### src/hdl/chd_pkg.sv
`default_nettype none

package chd_pkg;

  localparam int CORDIC_ITERATIONS_DEF = 16;

  localparam int ATAN_N     = 24;
  localparam int ATAN_IDX_W = 5;

  localparam int DATA_W    = 16;
  localparam int DV_W      = 17;
  localparam int CW        = 20;
  localparam int ZW        = 26;
  localparam int PW        = 33;
  localparam int SW        = 18;
  localparam int HW        = 16;
  localparam int REM_W     = 24;
  localparam int Q_W       = 8;
  localparam int RECIP_W   = 25;
  localparam int MP_W      = 49;
  localparam int DEG_W     = 9;
  localparam int DB_W      = 6;
  localparam int CFG_IDX_W = 3;

  localparam logic [CFG_IDX_W-1:0] REG_X_OFFSET    = 3'd0;
  localparam logic [CFG_IDX_W-1:0] REG_Y_OFFSET    = 3'd1;
  localparam logic [CFG_IDX_W-1:0] REG_DECLINATION = 3'd2;
  localparam logic [CFG_IDX_W-1:0] REG_DEADBAND    = 3'd3;

  localparam logic signed [DATA_W-1:0] X_OFFSET_RST    = 16'sd114;
  localparam logic signed [DATA_W-1:0] Y_OFFSET_RST    = -16'sd34;
  localparam logic signed [DATA_W-1:0] DECLINATION_RST = 16'sd23;
  localparam logic [DB_W-1:0]          DEADBAND_RST    = 6'd3;

  localparam logic signed [ZW-1:0] DEG90_FIX  = 26'sd5898240;
  localparam logic signed [SW-1:0] FULL_TURN  = 18'sd36000;
  localparam logic [HW-1:0]        SEG_SPLIT  = 16'd24000;
  localparam logic [REM_W-1:0]     SEG1_MUL   = 24'd358;
  localparam logic [REM_W-1:0]     SEG1_BIAS  = 24'd23900;
  localparam logic [REM_W-1:0]     SEG2_MUL   = 24'd6;
  localparam logic [REM_W-1:0]     SEG2_BIAS  = 24'd200;
  localparam logic [DEG_W-1:0]     SEG2_BASE  = 9'd180;

  // floor(n / 47800) and floor(n / 400), exact for any 24 bit n
  localparam logic [RECIP_W-1:0]   SEG1_RECIP = 25'd23002336;
  localparam int                   SEG1_SHIFT = 40;
  localparam logic [RECIP_W-1:0]   SEG2_RECIP = 25'd21474837;
  localparam int                   SEG2_SHIFT = 33;

  typedef enum logic [3:0] {
    ST_IDLE,
    ST_PRE,
    ST_ROT,
    ST_SCALE,
    ST_WRAP_A,
    ST_WRAP_B,
    ST_NUM,
    ST_DIV,
    ST_DONE
  } state_t;

  function automatic logic [ZW-1:0] atan_fix(input logic [ATAN_IDX_W-1:0] i);
    logic [ZW-1:0] v;
    case (i)
      5'd0:    v = 26'd2949120;
      5'd1:    v = 26'd1740967;
      5'd2:    v = 26'd919879;
      5'd3:    v = 26'd466945;
      5'd4:    v = 26'd234379;
      5'd5:    v = 26'd117304;
      5'd6:    v = 26'd58666;
      5'd7:    v = 26'd29335;
      5'd8:    v = 26'd14668;
      5'd9:    v = 26'd7334;
      5'd10:   v = 26'd3667;
      5'd11:   v = 26'd1833;
      5'd12:   v = 26'd917;
      5'd13:   v = 26'd458;
      5'd14:   v = 26'd229;
      5'd15:   v = 26'd115;
      5'd16:   v = 26'd57;
      5'd17:   v = 26'd29;
      5'd18:   v = 26'd14;
      5'd19:   v = 26'd7;
      5'd20:   v = 26'd4;
      5'd21:   v = 26'd2;
      5'd22:   v = 26'd1;
      default: v = 26'd0;
    endcase
    return v;
  endfunction

endpackage

`default_nettype wire

### src/hdl/compass_heading_deadband_unit.sv
// From input accept to out_valid the sequencer steps through PRE, the CORDIC
// iterations in ROT (skipped when the offset-corrected vector is zero), then
// SCALE, WRAP_A, WRAP_B, NUM, DIV and DONE. The shared CORDIC rotator (one
// iteration a cycle) takes one item at a time; a stalled result holds the sequencer.
// Reset (rst_n low, synchronous): sequencer idle, output empty, previous
// heading 0, configuration registers at their default values.
`default_nettype none

module compass_heading_deadband_unit #(
  parameter int CORDIC_ITERATIONS = chd_pkg::CORDIC_ITERATIONS_DEF
) (
  input  wire                                    clk,
  input  wire                                    rst_n,

  input  wire                                    in_valid,
  output logic                                   in_stall,
  input  wire signed [chd_pkg::DATA_W-1:0]       in_x_raw,
  input  wire signed [chd_pkg::DATA_W-1:0]       in_y_raw,

  output logic                                   out_valid,
  input  wire                                    out_stall,
  output logic [chd_pkg::HW-1:0]                 out_heading_centideg,
  output logic [chd_pkg::DEG_W-1:0]              out_smooth_heading_deg,

  input  wire                                    cfg_valid,
  output logic                                   cfg_ready,
  input  wire [chd_pkg::CFG_IDX_W-1:0]           cfg_index,
  input  wire [chd_pkg::DATA_W-1:0]              cfg_data
);

  localparam int CNT_W = (CORDIC_ITERATIONS > 1) ? $clog2(CORDIC_ITERATIONS) : 1;
  localparam logic [CNT_W-1:0] LAST_ITER = CNT_W'(CORDIC_ITERATIONS - 1);

  chd_pkg::state_t state_r, state_nxt;

  logic signed [chd_pkg::DATA_W-1:0] x_off_r, y_off_r, decl_r;
  logic [chd_pkg::DB_W-1:0]          db_r;

  logic signed [chd_pkg::CW-1:0]  x_r, x_nxt, y_r, y_nxt;
  logic signed [chd_pkg::ZW-1:0]  z_r, z_nxt;
  logic [CNT_W-1:0]               iter_r, iter_nxt;
  logic signed [chd_pkg::SW-1:0]  s_r, s_nxt;
  logic                           seg2_r, seg2_nxt;
  logic [chd_pkg::REM_W-1:0]      rem_r, rem_nxt;
  logic [chd_pkg::Q_W-1:0]        q_r, q_nxt;

  logic                           out_valid_r, out_valid_nxt;
  logic [chd_pkg::HW-1:0]         heading_r, heading_nxt;
  logic [chd_pkg::DEG_W-1:0]      last_r, last_nxt;

  logic signed [chd_pkg::DV_W-1:0] dx, dy;
  logic signed [chd_pkg::CW-1:0]   xs, ys;
  logic signed [chd_pkg::ZW-1:0]   atan_v;
  logic signed [chd_pkg::PW-1:0]   prod, rnd;
  logic signed [chd_pkg::SW-1:0]   cd, s_wrap;
  logic [chd_pkg::HW-1:0]          h;
  logic [chd_pkg::RECIP_W-1:0]     recip;
  logic [chd_pkg::MP_W-1:0]        qprod;
  logic [chd_pkg::Q_W-1:0]         quot;
  logic [chd_pkg::DEG_W-1:0]       corr, diff;
  logic                            keep;
  logic                            out_go;

  assign in_stall               = (state_r != chd_pkg::ST_IDLE);
  assign cfg_ready              = 1'b1;
  assign out_valid              = out_valid_r;
  assign out_heading_centideg   = heading_r;
  assign out_smooth_heading_deg = last_r;

  assign dx = $signed({in_x_raw[chd_pkg::DATA_W-1], in_x_raw})
            - $signed({x_off_r[chd_pkg::DATA_W-1], x_off_r});
  assign dy = $signed({in_y_raw[chd_pkg::DATA_W-1], in_y_raw})
            - $signed({y_off_r[chd_pkg::DATA_W-1], y_off_r});

  assign xs     = x_r >>> iter_r;
  assign ys     = y_r >>> iter_r;
  assign atan_v = $signed(chd_pkg::atan_fix(chd_pkg::ATAN_IDX_W'(iter_r)));

  assign prod = chd_pkg::PW'(z_r) * 33'sd100;
  assign rnd  = prod + 33'sd32768;
  assign cd   = chd_pkg::SW'(rnd >>> 16);

  assign s_wrap = s_r[chd_pkg::SW-1] ? s_r + chd_pkg::FULL_TURN
                : (s_r >= chd_pkg::FULL_TURN) ? s_r - chd_pkg::FULL_TURN : s_r;

  assign h = s_r[chd_pkg::HW-1:0];

  assign recip = seg2_r ? chd_pkg::SEG2_RECIP : chd_pkg::SEG1_RECIP;
  assign qprod = chd_pkg::MP_W'(rem_r) * chd_pkg::MP_W'(recip);
  assign quot  = seg2_r ? qprod[chd_pkg::SEG2_SHIFT +: chd_pkg::Q_W]
                        : qprod[chd_pkg::SEG1_SHIFT +: chd_pkg::Q_W];

  assign corr   = seg2_r ? chd_pkg::SEG2_BASE + chd_pkg::DEG_W'(q_r) : chd_pkg::DEG_W'(q_r);
  assign diff   = (corr >= last_r) ? corr - last_r : last_r - corr;
  assign keep   = (diff < chd_pkg::DEG_W'(db_r));
  assign out_go = !out_valid_r || !out_stall;

  always_comb begin
    state_nxt = state_r;
    unique case (state_r)
      chd_pkg::ST_IDLE: begin
        if (in_valid) state_nxt = chd_pkg::ST_PRE;
      end
      chd_pkg::ST_PRE: begin
        if (x_r == '0 && y_r == '0) state_nxt = chd_pkg::ST_SCALE;
        else                        state_nxt = chd_pkg::ST_ROT;
      end
      chd_pkg::ST_ROT: begin
        if (iter_r == LAST_ITER) state_nxt = chd_pkg::ST_SCALE;
      end
      chd_pkg::ST_SCALE:  state_nxt = chd_pkg::ST_WRAP_A;
      chd_pkg::ST_WRAP_A: state_nxt = chd_pkg::ST_WRAP_B;
      chd_pkg::ST_WRAP_B: state_nxt = chd_pkg::ST_NUM;
      chd_pkg::ST_NUM:    state_nxt = chd_pkg::ST_DIV;
      chd_pkg::ST_DIV:    state_nxt = chd_pkg::ST_DONE;
      chd_pkg::ST_DONE: begin
        if (out_go) state_nxt = chd_pkg::ST_IDLE;
      end
      default: state_nxt = chd_pkg::ST_IDLE;
    endcase
  end

  always_comb begin
    x_nxt         = x_r;
    y_nxt         = y_r;
    z_nxt         = z_r;
    iter_nxt      = iter_r;
    s_nxt         = s_r;
    seg2_nxt      = seg2_r;
    rem_nxt       = rem_r;
    q_nxt         = q_r;
    heading_nxt   = heading_r;
    last_nxt      = last_r;
    out_valid_nxt = out_valid_r && out_stall;
    unique case (state_r)
      chd_pkg::ST_IDLE: begin
        x_nxt = chd_pkg::CW'(dx);
        y_nxt = chd_pkg::CW'(dy);
      end
      chd_pkg::ST_PRE: begin
        iter_nxt = '0;
        z_nxt    = '0;
        if (x_r[chd_pkg::CW-1]) begin
          if (!y_r[chd_pkg::CW-1]) begin
            x_nxt = y_r;
            y_nxt = -x_r;
            z_nxt = chd_pkg::DEG90_FIX;
          end else begin
            x_nxt = -y_r;
            y_nxt = x_r;
            z_nxt = -chd_pkg::DEG90_FIX;
          end
        end
      end
      chd_pkg::ST_ROT: begin
        iter_nxt = iter_r + 1'b1;
        if (!y_r[chd_pkg::CW-1]) begin
          x_nxt = x_r + ys;
          y_nxt = y_r - xs;
          z_nxt = z_r + atan_v;
        end else begin
          x_nxt = x_r - ys;
          y_nxt = y_r + xs;
          z_nxt = z_r - atan_v;
        end
      end
      chd_pkg::ST_SCALE: begin
        s_nxt = cd + chd_pkg::SW'(decl_r);
      end
      chd_pkg::ST_WRAP_A, chd_pkg::ST_WRAP_B: begin
        s_nxt = s_wrap;
      end
      chd_pkg::ST_NUM: begin
        seg2_nxt = (h >= chd_pkg::SEG_SPLIT);
        q_nxt    = '0;
        if (h >= chd_pkg::SEG_SPLIT)
          rem_nxt = chd_pkg::REM_W'(h - chd_pkg::SEG_SPLIT) * chd_pkg::SEG2_MUL
                  + chd_pkg::SEG2_BIAS;
        else
          rem_nxt = chd_pkg::REM_W'(h) * chd_pkg::SEG1_MUL + chd_pkg::SEG1_BIAS;
      end
      chd_pkg::ST_DIV: begin
        q_nxt = quot;
      end
      chd_pkg::ST_DONE: begin
        if (out_go) begin
          out_valid_nxt = 1'b1;
          heading_nxt   = h;
          last_nxt      = keep ? last_r : corr;
        end
      end
      default: ;
    endcase
  end

  always_ff @(posedge clk) begin
    if (!rst_n) begin
      state_r     <= chd_pkg::ST_IDLE;
      out_valid_r <= 1'b0;
      last_r      <= '0;
      x_off_r     <= chd_pkg::X_OFFSET_RST;
      y_off_r     <= chd_pkg::Y_OFFSET_RST;
      decl_r      <= chd_pkg::DECLINATION_RST;
      db_r        <= chd_pkg::DEADBAND_RST;
    end else begin
      state_r     <= state_nxt;
      out_valid_r <= out_valid_nxt;
      last_r      <= last_nxt;
      if (cfg_valid && cfg_ready) begin
        unique case (cfg_index)
          chd_pkg::REG_X_OFFSET:    x_off_r <= $signed(cfg_data);
          chd_pkg::REG_Y_OFFSET:    y_off_r <= $signed(cfg_data);
          chd_pkg::REG_DECLINATION: decl_r  <= $signed(cfg_data);
          chd_pkg::REG_DEADBAND:    db_r    <= cfg_data[chd_pkg::DB_W-1:0];
          default: ;
        endcase
      end
    end
  end

  always_ff @(posedge clk) begin
    x_r       <= x_nxt;
    y_r       <= y_nxt;
    z_r       <= z_nxt;
    iter_r    <= iter_nxt;
    s_r       <= s_nxt;
    seg2_r    <= seg2_nxt;
    rem_r     <= rem_nxt;
    q_r       <= q_nxt;
    heading_r <= heading_nxt;
  end

endmodule

`default_nettype wire
### config.mk
export PLATFORM = sky130hd
export DESIGN_NAME = compass_heading_deadband_unit
export DESIGN_NICKNAME = d
export VERILOG_FILES = /design/src/hdl/chd_pkg.sv /design/src/hdl/compass_heading_deadband_unit.sv
export SDC_FILE = /design/constraint.sdc
export NUM_CORES = 2
export LEC_CHECK = 0
export BUFFER_PORTS_ARGS = -buffer_cell sky130_fd_sc_hd__buf_2
export CORE_ASPECT_RATIO = 1.2
export CORE_MARGIN = 2
export CORE_UTILIZATION = 30
export DETAILED_ROUTE_END_ITERATION = 6
export HOLD_SLACK_MARGIN = 0.06
export PLACE_DENSITY = 0.48
export SYNTH_ARGS = -nofsm -noshare
export SYNTH_HDL_FRONTEND = slang
export SYNTH_SLANG_ARGS = --single-unit
### constraint.sdc
create_clock -name clk -period 9.4 [get_ports clk]
set_input_delay 0.94 -clock clk [delete_from_list [all_inputs] [get_ports clk]]
set_output_delay 0.94 -clock clk [all_outputs]
set_load 0.005 [all_outputs]
# Word-level counts from Yosys, hierarchy flattened
# Memory sizes are Yosys's and may differ from the RTL's. A register that Yosys moved wholly into a read port is not among the register bits.
# Index checks and enable logic that the tools add are counted.
# word_totals
ff_bits	205
mem_bits_ro	352
output_inout_bits	28
word_cells	122
memories	1
# op_classes
add_sub_neg	21
n_mul	4
magnitude_cmp	4
n_eq_ne	17
shifts	2
n_mux	30
bitwise	1
n_reduce_logical	24
# memory_table
name	depth	width	rd	rd_clocked_by_memory_dff	wr	line_no	rtl
(no name shown)	16	22	1	1	0	chd_pkg.sv:64	case (i)
# op_table
operator	count
$mux 20	6
$pmux 20 s3	2
$mux 26	3
$pmux 26 s2	1
$mul 24x25->48	1
$add 20x20->20	2
$logic_not 20->1	2
$neg 20->20	2
$sshr 20x4->20	2
$sub 20x20->20	2
$mux 18	2
$pmux 18 s2	1
$pmux 4 s9	1
$sub 16x16->17	2
$add 33x17->33 const B	1
$mul 26x6->31 const B	1
$add 26x26->26	1
$sub 26x26->26	1
$add 24x15->24 const B	1
$add 24x8->24 const B	1
$mul 24x2->23 const B	1
$mux 24	1
$mul 16x8->23 const B	1
$mux 21	1
other kinds (37)	64

# Logic depth before layout (Yosys ltp)
# depth
depth_word	7
ltp_mapped	30
ltp_nobuf	28

# Worst setup path after synthesis
# No wires, ideal clock.
# synth_timing
kind	register -> register
start	reg seg2_r
end	reg q_r[5] (netlist name) (data pin)
setup_time_ps	257
arrival_ps	7328
required_ps	9143
setup_slack_ps	1816
path_stages_with_launch	26
synth_period_minus_slack_ps	7584
path_cell_list	edfxtp_1 > clkbuf_1 > clkbuf_1 > nand2b_1 > fa_1 > fa_1 > fa_1 > inv_1 > fa_1 > fa_1 > fa_1 > inv_1 > fa_1 > inv_1 > ha_1 > a21o_1 > a21o_1 > a2111oi_0 > or4_1 > o311ai_0 > a32oi_1 > a31oi_1 > a221oi_1 > a21oi_1 > xor2_1 > o2bb2ai_1
# synth_between
elab_chain_len	4
# synth_rtl
item	line_no	rtl
from (decl)	compass_heading_deadband_unit.sv:43	logic seg2_r, seg2_nxt;
from (signal assigned)	compass_heading_deadband_unit.sv:227	seg2_r <= seg2_nxt;
$mux 21	compass_heading_deadband_unit.sv:88	assign recip = seg2_r ? chd_pkg::SEG2_RECIP : chd_pkg::SEG1_RECIP;
$mul 24x25->48	compass_heading_deadband_unit.sv:89	assign qprod = chd_pkg::MP_W'(rem_r) * chd_pkg::MP_W'(recip);
$mux 8 (*)	compass_heading_deadband_unit.sv:90	assign quot = seg2_r ? qprod[chd_pkg::SEG2_SHIFT +: chd_pkg::Q_W]
$pmux 8 s2 (*)	compass_heading_deadband_unit.sv:135	unique case (state_r)
to (signal assigned)	compass_heading_deadband_unit.sv:229	q_r <= q_nxt;
to (decl)	compass_heading_deadband_unit.sv:45	logic [chd_pkg::Q_W-1:0] q_r, q_nxt;
# Every way passes the cells marked *; elsewhere a longest branch is shown, timed or not.
# A chain may end at the register's enable or synchronous reset.

# Final worst setup path
# layout_timing
start	reg seg2_r
end	reg q_r[6] (netlist name) (data pin)
# Same word-level chain as after synthesis.

==> impl_results.md <==
- Outcome: finished clean
- Sequential element share of the synthesized area: 15.23%
- Post-synthesis compound-gate area fraction: 13.42%
- Die height: 397.2 um
- Simple-gate area share of the yosys netlist: 12.19%
- Wire per inst: 18.55 um
- Area grow syn2layout: 8.447%
- Reg2reg path depth: 24
- CTS Root Cell: clkbuf_16
- Tightest Pin Transition: 1.166 ns
- Post-synth EDFFs: 136
- Nets: 5305
- Hold Fails Final Rpt: 0
- Setup TNS: 0 ns
- Post-Syn Instances: 4274
- Post-synthesis adder-cell area fraction: 38.36%
- Num rows: 144
- TritonCTS Buffers: 29
- Biggest area consumer among synthesized cells: fa_1
- Detailed placement HPWL: 93.96 mm
- Total global routing overflow: 0
- Layout cells sized above 1: 6.306%
- Worst-Skew Late Latency: 0.64 ns
- Drt drc: 0
- DR iter-0 viols: 1414
- Post-Synth XOR/XNOR Area: 7.424%
- Crit path from: seg2_r
- Initial Util: 30.17%
- Global Route Usage Sum: 16.95%
- Top-count cell post-synth: inv_1
- Post-place setup slack: 0.9254 ns
- Die footprint: 131700 sq um
- Vias in the first global route: a little over 30000
- Max frequency: 119.2 MHz
- Yosys reg bits: 226
- Antenna viol nets, final: 0
- DRT Pass-1 Iters: 5
- Final setup violation count: 0
- Max Slew Vio Count: 0
- HP Class: reg2reg
- Initial antenna violation count: 2
- Crit path max fanout: 36
- CTS clk-pin slew, worst paths: 0.07 ns
- Asr flop ratio synth: 0%
- Synth cell count leaders: 757 x inv_1, 540 x ha_1, 403 x fa_1
- Post CTS Setup Buffer Count: 0
- Required @ worst endpoint: 9.80 ns
- Worst-case clock buffer depth: 3
- Largest net degree at the start of global routing: 66
- RR Endpoint: q_r[6]
- MaxCap Viol Count: 0
- Via-to-Cell Ratio: 4.851
- Synth top area cells: fa_1 21%, ha_1 17%, edfxtp_1 11%
- First-pass GRT wire length: between 150 and 200 mm
- Top-area cell type share of the netlist area: 20.88%
- YS warnings: 0
- IO Port Bufs: 82
- Largest family of logic cells by synthesized area: adder cells
- Via Count: 29150
- PnR worst setup slack: 1.008 ns
- Width of the die: 331.6 um
- Synthesized cell area: 38640 sq um
- # IOs: 84
- Hold_buf cts: 0
- Resized cells post-CTS: 0
- Arr. time, crit path: 8.79 ns
- CP Launch Type: flop
- Crit Path Class: reg2reg
- DRT Wirelength: 111.4 mm
- Setup slack, reg-to-reg: between 1 and 1.5 ns
- Clk_skew: between 0.04 and 0.05 ns
- Clock sinks: 226
- CORE AREA: between 100000 and 150000 sq um
- Synth Flop Type: edfxtp_1
- Endpoint type of the worst setup path: flop
- Routability cong.: 0.8618
- Mux share of post-synthesis cell area: 4.585%
- Worst r2r src: seg2_r
- TritonCTS clock tree: yes
- Netlist cell types: 96
- Fin crit share: 89.28%
- Mapped Avg Cell Area: 9.042 sq um
- CTS H-Tree Depth: 1
- Slew margin rel.: 21.96%
- Capture point of the worst path: q_r[6]
- Unrepaired setup endpoints after global routing: no
- Final worst path period need: roughly 8.4 ns
worst max-delay path: stages (launching register included):
cell and delay, ns:
edfxtp_1 0.86, buf_4 0.50, nand2b_1 0.21, inv_1 0.12, or2_2 0.31, ha_1 0.30, fa_1 0.51, fa_1 0.53
fa_1 0.53, fa_1 0.52, fa_1 0.55, inv_1 0.06, fa_1 0.52, inv_1 0.04, ha_1 0.27, nand3_1 0.14
or4_1 0.55, o311ai_1 0.09, buf_4 0.23, a32oi_1 0.10, a31oi_1 0.34, a41oi_1 0.25, o211ai_1 0.30, xor2_1 0.11
o211a_1 0.21
through the flow:
step	area (sq um)	instances	util, %	hold slack [ns]
after floorplan	38700	4288	-	0.4388
after global placement	40980	5954	31.99	0.4519
after CTS	41910	6008	32.71	0.4683
after detailed placement	40980	5954	31.99	0.4598
final	41910	6009	32.72	0.4644
after global routing	41910	6009	32.72	0.4899
cell families after synthesis:
logic type	Yosys count
AND/OR/NAND/NOR	972
adder cells (fa/ha/maj)	943
buffers and inverters	888
AO/OA/AOI/OAI	794
XOR/XNOR	326
flip-flops	226
multiplexers	123
other	2
state kept, by name (all words and copies together) (netlist names), 18 cells and up:
signal and count:
z_r 26, rem_r 23, atan_v 22, x_r 20, y_r 20, s_r 18
layer usage:
layer  vias up  part of all wire [%]  GRT usage, %
li1      14450                     -             -
met1     14200                    43         20.70
met2       395                    52         31.54
met3       113                   2.6         1.336
met4         0                   3.1         5.137
met5         -                     0             0
final cells by class:
cell class,instances,area [sq um]
Inverter,762,2860
Timing Repair Buffer,113,655.6
Clock buffer,42,840.8
Sequential cell,226,5886
Fill cell,13370,86190
Clock inverter,12,82.58
Tap cell,1679,2101
Multi-Input combinational cell,3174,29480
Antenna cell,1,2.502
how the worst min path moves through the flow:
stage                            from          end  depth (start not counted)
after floorplan               db_r[0]      db_r[0]                          2
after global placement    x_off_r[11]  x_off_r[11]                          2
after detailed placement  x_off_r[11]  x_off_r[11]                          2
after CTS                 x_off_r[11]  x_off_r[11]                          2
after global routing       x_off_r[3]   x_off_r[3]                          2
final                     x_off_r[11]  x_off_r[11]                          2
placed cells by master, fill, tap and decap left out, types with 31 or more instances in the layout:
| cell | count |
|---|---|
| inv_1 | 756 |
| ha_1 | 540 |
| fa_1 | 403 |
| nand2_1 | 310 |
| nor2_1 | 223 |
| xnor2_1 | 208 |
| a21oi_1 | 206 |
| o21ai_0 | 161 |
| edfxtp_1 | 136 |
| xor2_1 | 117 |
| dfxtp_1 | 90 |
| buf_2 | 82 |
| nand3_1 | 67 |
| nor3_1 | 65 |
| mux2i_1 | 63 |
| nand2b_1 | 61 |
| a21o_1 | 53 |
| nor2b_1 | 44 |
| o211ai_1 | 43 |
| a21boi_0 | 41 |
| mux4_2 | 40 |
| and2_1 | 34 |
| and3_1 | 31 |
| clkbuf_16 | 31 |
Power is left out: the tool's default activity adds up to more than one toggle a clock period on the data nets, which glitch-free logic cannot reach.
